--- src/zstd_pkg.sv ---
package zstd_pkg;

  // Default sizing of the block.
  localparam int MaxElementsDef = 64;
  localparam int SampleBitsDef  = 16;

  // Result format: signed Q4.12 in a 16-bit word.
  localparam int OutBits  = 16;
  localparam int FracBits = 12;

  // The scale search finds one result bit per step, most significant first.
  localparam int YBits = OutBits;
  localparam int BitCntW = $clog2(YBits);

  // Left shift of the squared difference: 2 * FracBits for the Q4.12 scale,
  // plus 2 because the search compares (2c - 1)^2 instead of (c - 1/2)^2.
  localparam int LimShift = 2 * FracBits + 2;

  // Saturation bounds of the result.
  localparam logic [OutBits-1:0] OutMax = {1'b0, {(OutBits - 1){1'b1}}};
  localparam logic [OutBits-1:0] OutMin = {1'b1, {(OutBits - 1){1'b0}}};

  // Result side-band bits.
  localparam int TuserW = 2;

  // Datapath operations issued by the controller.
  typedef enum logic [3:0] {
    OP_NONE,
    OP_LOAD,
    OP_STAT_MUL,
    OP_STAT_SUB,
    OP_READ,
    OP_MUL_X,
    OP_DIFF,
    OP_SQUARE,
    OP_INIT,
    OP_ADD,
    OP_CMP,
    OP_FINISH,
    OP_CLEAR
  } dp_op_e;

  typedef struct packed {
    dp_op_e op;
  } dp_cmd_t;

  typedef struct packed {
    logic v_zero;
    logic overflow;
  } dp_status_t;

endpackage

--- src/zstd_ctrl.sv ---
module zstd_ctrl #(
  parameter int MAX_ELEMENTS = zstd_pkg::MaxElementsDef
) (
  input  logic                              clk_i,
  input  logic                              rst_ni,
  input  logic                              s_valid_i,
  input  logic                              s_last_i,
  output logic                              s_ready_o,
  output logic                              m_valid_o,
  input  logic                              m_ready_i,
  output logic                              m_last_o,
  input  logic [$clog2(MAX_ELEMENTS+1)-1:0] count_i,
  output zstd_pkg::dp_cmd_t                 cmd_o,
  output logic [$clog2(MAX_ELEMENTS)-1:0]   addr_o
);
  import zstd_pkg::*;

  localparam int AW = $clog2(MAX_ELEMENTS);
  localparam int CW = $clog2(MAX_ELEMENTS + 1);

  typedef enum logic [3:0] {
    S_LOAD,
    S_STAT_MUL,
    S_STAT_SUB,
    S_READ,
    S_MUL_X,
    S_DIFF,
    S_SQUARE,
    S_INIT,
    S_ADD,
    S_CMP,
    S_FINISH,
    S_EMIT
  } state_e;

  state_e             state_q;
  logic [AW-1:0]      idx_q;
  logic [BitCntW-1:0] bit_q;
  logic               final_item;

  assign final_item = (CW'(idx_q) == count_i - CW'(1));

  // Sequencer: load, statistics, then one search per stored sample.
  always_ff @(posedge clk_i or negedge rst_ni) begin
    if (!rst_ni) begin
      state_q <= S_LOAD;
      idx_q   <= '0;
      bit_q   <= '0;
    end else begin
      unique case (state_q)
        S_LOAD: begin
          if (s_valid_i && s_last_i) begin
            state_q <= S_STAT_MUL;
            idx_q   <= '0;
          end
        end
        S_STAT_MUL: state_q <= S_STAT_SUB;
        S_STAT_SUB: state_q <= S_READ;
        S_READ:     state_q <= S_MUL_X;
        S_MUL_X:    state_q <= S_DIFF;
        S_DIFF:     state_q <= S_SQUARE;
        S_SQUARE:   state_q <= S_INIT;
        S_INIT: begin
          state_q <= S_ADD;
          bit_q   <= BitCntW'(YBits - 1);
        end
        S_ADD: state_q <= S_CMP;
        S_CMP: begin
          if (bit_q == '0) begin
            state_q <= S_FINISH;
          end else begin
            bit_q   <= bit_q - BitCntW'(1);
            state_q <= S_ADD;
          end
        end
        S_FINISH: state_q <= S_EMIT;
        S_EMIT: begin
          if (m_ready_i) begin
            if (final_item) begin
              state_q <= S_LOAD;
            end else begin
              idx_q   <= idx_q + AW'(1);
              state_q <= S_READ;
            end
          end
        end
        default: state_q <= S_LOAD;
      endcase
    end
  end

  // Datapath command for the current state.
  always_comb begin
    unique case (state_q)
      S_LOAD:     cmd_o.op = s_valid_i ? OP_LOAD : OP_NONE;
      S_STAT_MUL: cmd_o.op = OP_STAT_MUL;
      S_STAT_SUB: cmd_o.op = OP_STAT_SUB;
      S_READ:     cmd_o.op = OP_READ;
      S_MUL_X:    cmd_o.op = OP_MUL_X;
      S_DIFF:     cmd_o.op = OP_DIFF;
      S_SQUARE:   cmd_o.op = OP_SQUARE;
      S_INIT:     cmd_o.op = OP_INIT;
      S_ADD:      cmd_o.op = OP_ADD;
      S_CMP:      cmd_o.op = OP_CMP;
      S_FINISH:   cmd_o.op = OP_FINISH;
      S_EMIT:     cmd_o.op = (m_ready_i && final_item) ? OP_CLEAR : OP_NONE;
      default:    cmd_o.op = OP_NONE;
    endcase
  end

  assign addr_o    = idx_q;
  assign s_ready_o = (state_q == S_LOAD);
  assign m_valid_o = (state_q == S_EMIT);
  assign m_last_o  = final_item;

  // Loading and emitting never overlap.
  a_no_overlap: assert property (@(posedge clk_i) disable iff (!rst_ni)
    !(s_ready_o && m_valid_o))
    else $error("input and output sides open at once");

  // A result only names a stored sample.
  a_idx_range: assert property (@(posedge clk_i) disable iff (!rst_ni)
    m_valid_o |-> (CW'(idx_q) < count_i))
    else $error("result index beyond stored samples");

  // The final result transfer reopens loading.
  a_reopen: assert property (@(posedge clk_i) disable iff (!rst_ni)
    (m_valid_o && m_ready_i && m_last_o) |=> s_ready_o)
    else $error("loading not reopened after final result");

  // A last sample closes loading.
  a_close: assert property (@(posedge clk_i) disable iff (!rst_ni)
    (s_valid_i && s_ready_o && s_last_i) |=> !s_ready_o)
    else $error("loading still open after last sample");

endmodule

--- config.mk ---
export PLATFORM = sky130hd
export DESIGN_NAME = zstd_ctrl
export DESIGN_NICKNAME = d
export VERILOG_FILES = /design/src/zstd_pkg.sv /design/src/zstd_ctrl.sv
export SDC_FILE = /design/constraint.sdc
export NUM_CORES = 1
export LEC_CHECK = 0
export ABC_AREA = 1
export BUFFER_PORTS_ARGS = -buffer_cell sky130_fd_sc_hd__buf_2
export CAP_MARGIN = 0
export CORE_ASPECT_RATIO = 0.5
export CORE_MARGIN = 10
export CORE_UTILIZATION = 30
export DETAILED_ROUTE_END_ITERATION = 10
export GPL_ROUTABILITY_DRIVEN = 1
export SLEW_MARGIN = 10
export SYNTH_ARGS = -nofsm -noshare
export SYNTH_HDL_FRONTEND = slang
export SYNTH_SLANG_ARGS = --single-unit
--- constraint.sdc ---
create_clock -name clk_i -period 1.8 [get_ports clk_i]
set_input_delay 0 -clock clk_i [delete_from_list [all_inputs] [get_ports clk_i]]
set_output_delay 0 -clock clk_i [all_outputs]
set_load 0.05 [all_outputs]
; Word level (Yosys, flattened, before mapping)
; Cells that the tools add are included.
[word_totals]
input_bits = 12
rom_bits = 0
register_bits = 14
mem_count = 0
mem_bits_rw = 0
elab_cells = 45
latch_bits = 0
out_inout_bits = 13
[op_classes]
order_cmp = 0
eq_ne = 16
add_sub_neg = 3
mux = 14
div = 0
n_mul = 0
n_reduce_logical = 9
bitwise_logic = 0
shift = 0
[op_table]
columns = op, count
row1 = 4-bit case mux with 12 select lines, 2
row2 = 6-bit two-way mux, 3
row3 = 4-bit by 3-bit equality test with 1-bit output (second input constant), 4
row4 = 4-bit equality test (second input constant), 4
row5 = 4-bit two-way mux, 4
row6 = 6-bit case mux with 2 select lines, 1
row7 = 4-bit by 2-bit equality test with 1-bit output (second input constant), 2
row8 = 4-bit logical NOT, 2
row9 = 4-bit case mux with 2 select lines, 1
row10 = 6-bit by 7-bit equality test with 1-bit output, 1
row11 = 7-bit by 1-bit subtractor with 7-bit output (second input constant), 1
row12 = 6-bit by 1-bit adder with 6-bit output (second input constant), 1
row13 = 4-bit by 1-bit equality test with 1-bit output (second input constant), 1
row14 = 2-bit two-way mux, 2
row15 = 2-bit by 1-bit inequality test with 1-bit output (second input constant), 2
row16 = 2-bit inequality test (second input constant), 2
row17 = 2-bit AND reduction, 2
row18 = 4-bit AND reduction, 1
row19 = 2-bit nonzero test, 2
row20 = 4-bit by 1-bit subtractor with 4-bit output (second input constant), 1
row21 = 1-bit logical AND, 2
row22 = 1-bit two-way mux, 1

; Longest topological paths before layout
[logic_depth]
ltp_word = 5
ltp_mapped = 14

; Worst setup path after synthesis
; No wires, ideal clock.
[synth_timing]
path_kind = register to register
startpoint = register state_q[0]
endpoint = register idx_q[2] (netlist: addr_o[2])
stages_incl_launch_ff = 8
required_ns = 1.734
t_arrival_ns = 2.813
setup_ns = 0.066
path_slack_ns = -1.079
n_path_buf = 0
path_cell_list = dfrtp_1 -> nor4_1 -> nand2_1 -> nand2_4 -> nor2_4 -> nand2_4 -> nand2_1 -> nand2_1
[synth_between]
elab_chain_cells = 3
elab_cells_between_ends = 8
classes_between = 4 x eq/ne / 1 x mux / 3 x reduce/logical
[synth_rtl]
columns = item, line
row1 = from (decl), zstd_ctrl.sv:36  ; state_e state_q;
row2 = from (signal assigned), zstd_ctrl.sv:46  ; state_q <= S_LOAD;
row3 = from (signal assigned), zstd_ctrl.sv:53  ; state_q <= S_STAT_MUL;
row4 = from (signal assigned), zstd_ctrl.sv:57  ; S_STAT_MUL: state_q <= S_STAT_SUB;
row5 = 4-bit logical NOT (*), n/a
row6 = net s_ready_o, zstd_ctrl.sv:8  ; output logic s_ready_o,
row7 = 2-bit by 1-bit inequality test with 1-bit output (no source line) or 2-bit nonzero test (tied branches), n/a
row8 = 4-bit AND reduction (no source line), n/a
row9 = to (signal assigned), zstd_ctrl.sv:82  ; idx_q <= idx_q + AW'(1);
row10 = to (decl), zstd_ctrl.sv:37  ; logic [AW-1:0] idx_q;
; Mark *: on every way through the listed nets, which the timed path passes. The rest lies on a longest branch.
; A chain may end at the register's enable or synchronous reset.

==> results.tsv <==
stage	metric	value	unit
global_route	first-pass GRT wire length	4.92	mm
pwr	Leak	0.833	nW
pwr	PD cells	1290	nW/µm²
synth	Netlist cell types	24	
synth	most common cell in the synthesized netlist	nand2_1	
synth	Syn Nets	199	
synth	syn avg cell area	6.31	µm²
placement	placed insts	259	
routing	DR iter-0 viols	36	
worst_setup_path	WP data required	1800	ps
worst_hold_path	HP Class	in -> reg	
worst_hold_path	hold path startpoint	m_ready_i	
worst_setup_path	Worst Setup Start Kind	flip-flop	
die	# IOs	25	
clocking	Inserted Clock Buffers	3	
sta	Slew headroom	77.3	%
finish	layout overhead on the synthesized area	31.6	%
sta	# setup viols final	0	
worst_setup_path	CP most frequent cell	nand2_1	
synth	Commonest cells post-synth	nand2_1 (69), inv_1 (26), nor2_1 (23)	
synth	ranking of synthesized cells by area	dfrtp_1 (30%), nand2_1 (22%), inv_1 (8.5%), nor2_1 (7.5%), nand3_1 (6.1%)	
worst_setup_path	slowest cell delay on critical path	420	ps
finish	multi-input logic area	733	µm²
clocking	Root Driver	clkbuf_8	
pwr	Worst VDD drop	0.000701	V
sta	Hold Vio Cnt, Final	0	
routing	drt pass-1 iters	4	
synth	Synth Cell Area	1150	µm²
sta	f_max	594	MHz
synth	#FFs+latches synth	14	
finish	diode count	0	
synth	Async SR Flop Fraction	100	%
placement	RePlAce Congestion	0.779	
synth	sequential-to-total area share from yosys stat	30.3	%
sta	Worst Tran Pin Value	337	ps
job	total of max-cap violations	0	
worst_setup_path	R2R setup slack	220	ps
sta	Layout Skew	7.52	ps
clocking	CTS tree	built	
routing	Avg WL per Cell	10.9	µm
finish	Layout Utilization	42.6	%
worst_setup_path	Worst Path Arrival	1680	ps
synth	ys flop type	dfrtp_1	
clocking	Clock Pin Slew Worst Setup and Hold Paths	70	ps
global_route	initial antenna violation count	0	
finish	register area	358	µm²
routing	# DRC	0	
clocking	clock sinks	14	
synth	share of the synthesized area in the top cell type	30.3	%
placement	number of port buffers	24	
run_status	status	complete, no violations	
die	Starting Density	32.4	%
worst_hold_path	Worst Hold Path Cells	3	
finish	Nets	235	
worst_setup_path	worst-case reg-to-reg path depth	9	
worst_setup_path	Setup Crit Path Kind	reg -> out	
global_route	GRT Total Usage	8.59	%
synth	EDFF count, synth	0	
finish	share of cells above drive strength 1	28.4	%
routing	DR vias/cell	4.44	
die	Die Ht	63.9	µm
worst_setup_path	worst-path fanout max	4	
global_route	largest net degree at the start of global routing	15	
synth	Post-Synthesis Cells	183	
die	die area	6880	µm²
routing	via count	1194	
sta	Final Critical Period	1680	ps
pwr	overall power	1.95	mW
worst_setup_path	Crit. End Element	output pin	
clocking	H-tree levels	1	
synth	area leader, netlist	dfrtp_1	
worst_setup_path	Critical R2R Capture	addr_o[1]$_DFFE_PN0P_	
sta	Final Cycle Share	93.5	%
die	Die Wd	108	µm
worst_setup_path	Slowest-stage cell, CP	dfrtp_2	
worst_setup_path	worst r2r src	state_q[0]$_DFFE_PN0P_	
clocking	worst skew pair latency	250	ps
sta	fin. max-slew vios	0	
die	Cell Rows	15	
routing	Final ANT Viol Nets	0	
global_route	number of global-route vias before repair	1095	
global_route	grt ovf	0	
worst_hold_path	hold endpoint	state_q[1]$_DFFE_PN0P_	
finish	non-filler cells, final	269	
clocking	Longest Clk Path Bufs	2	
worst_setup_path	worst-path cell chain	inv_2 -> nand2_1 -> nand2_1 -> nand3_1 -> nand2_1 -> inv_1 -> nor2_2 -> nand2_2 -> clkinvlp_4 -> nand3_4 -> nand2_2 -> buf_8	
routing	Routed WL	2.93	mm
die	core area	3570	µm²
synth	Yosys warnings	0	
finish	# fillers	387	
placement	DP Wirelength	2.32	mm
==> where the power goes <==
group          total (mW)  switching, mW  internal [mW]  leakage, nW
combinational        1.11          0.766          0.346        0.642
sequential          0.525          0.117          0.408        0.162
clock               0.316          0.122          0.194       0.0288
==> critical path: cells and delay by family (launching register included) <==
| family | cells | cell delay [ps] |
|---|---|---|
| buffers and inverters | 4 | 340 |
| flip-flops | 1 | 420 |
| AND/OR/NAND/NOR | 8 | 660 |
==> cell families after synthesis <==
kind of cell / after synthesis / share of synthesized area [%]
and+or+nand+nor: 121 / 47.6
adders and majority gates: 4 / 4.33
buffers and inverters: 30 / 9.97
xor gates and xnor gates: 4 / 3.03
AOI/OAI and AO/OA: 10 / 4.77
DFF: 14 / 30.3
==> metrics by stage <==
step | hold WS (ps) | setup TNS (ps) | instance area, µm² | worst slack [ps]
floorplan | -296 | 0 | 1190 | 12.4
global placement | -82.3 | 0 | 1380 | 95.6
detailed placement | -71.4 | 0 | 1380 | 48.0
CTS | 64.9 | 0 | 1480 | 2.59
global route | 106 | -30.2 | 1520 | -18.5
finish | 107 | 0 | 1520 | 116
==> how the worst max path moves through the flow <==
stage	slack [ps]	end	startpoint	cells after the start
after detailed placement	50	cmd_o[3]	count_i[0]	14
after global routing	-20	cmd_o[3]	addr_o[5]$_DFFE_PN0P_	12
after floorplan	10	addr_o[2]$_DFFE_PN0P_	state_q[3]$_DFFE_PN0P_	7
after CTS	3	cmd_o[3]	addr_o[0]$_DFFE_PN0P_	11
after global placement	100	cmd_o[3]	count_i[0]	14
final	120	cmd_o[3]	addr_o[5]$_DFFE_PN0P_	12
==> metal layers <==
layer,routed length (µm),track usage [%],part of all wire (%),vias to the layer above
li1,-,-,-,638
met1,1380,10.2,47,539
met2,1410,14.3,48,15
met3,112,2.70,3.8,2
met4,22,2.98,0.75,0
met5,0,0,0,-
==> cell type report <==
cell class | count | area share [%]
tap | 51 | 4.20
sequential | 14 | 23.5
timing repair buffer | 31 | 12.6
multi-input combinational | 139 | 48.2
clock buffer | 4 | 3.62
inverter | 30 | 7.82
==> state kept, by name (all words and copies together), names as in the netlist <==
name and flops:
addr_o 6, bit_q 4, state_q 4
==> layout by cell type, fill, tap and decap left out, drive strengths merged <==
master,count
nand2,72
buf,30
inv,29
nor2,26
nand3,14
dfrtp,14
a21oi,6
ha,4
clkbuf,4
xor2,3
nand3b,2
o21ai,2
nand4,2
nor4,2
clkinvlp,1
a211oi,1
or2,1
xnor2,1
or3b,1
nor3,1
a22oi,1
dlygate4sd3,1
==> repair_timing <==
item | in CTS | in global routing
pin swaps | 0 | 1
hold endpoints to repair | 14 | 0
buffers inserted | 2 | 3
hold buffers | 1 | 0
setup endpoints to repair | 2 | 3
resized for setup | 7 | 5
No activity file was read; power rests on OpenSTA's default activity.
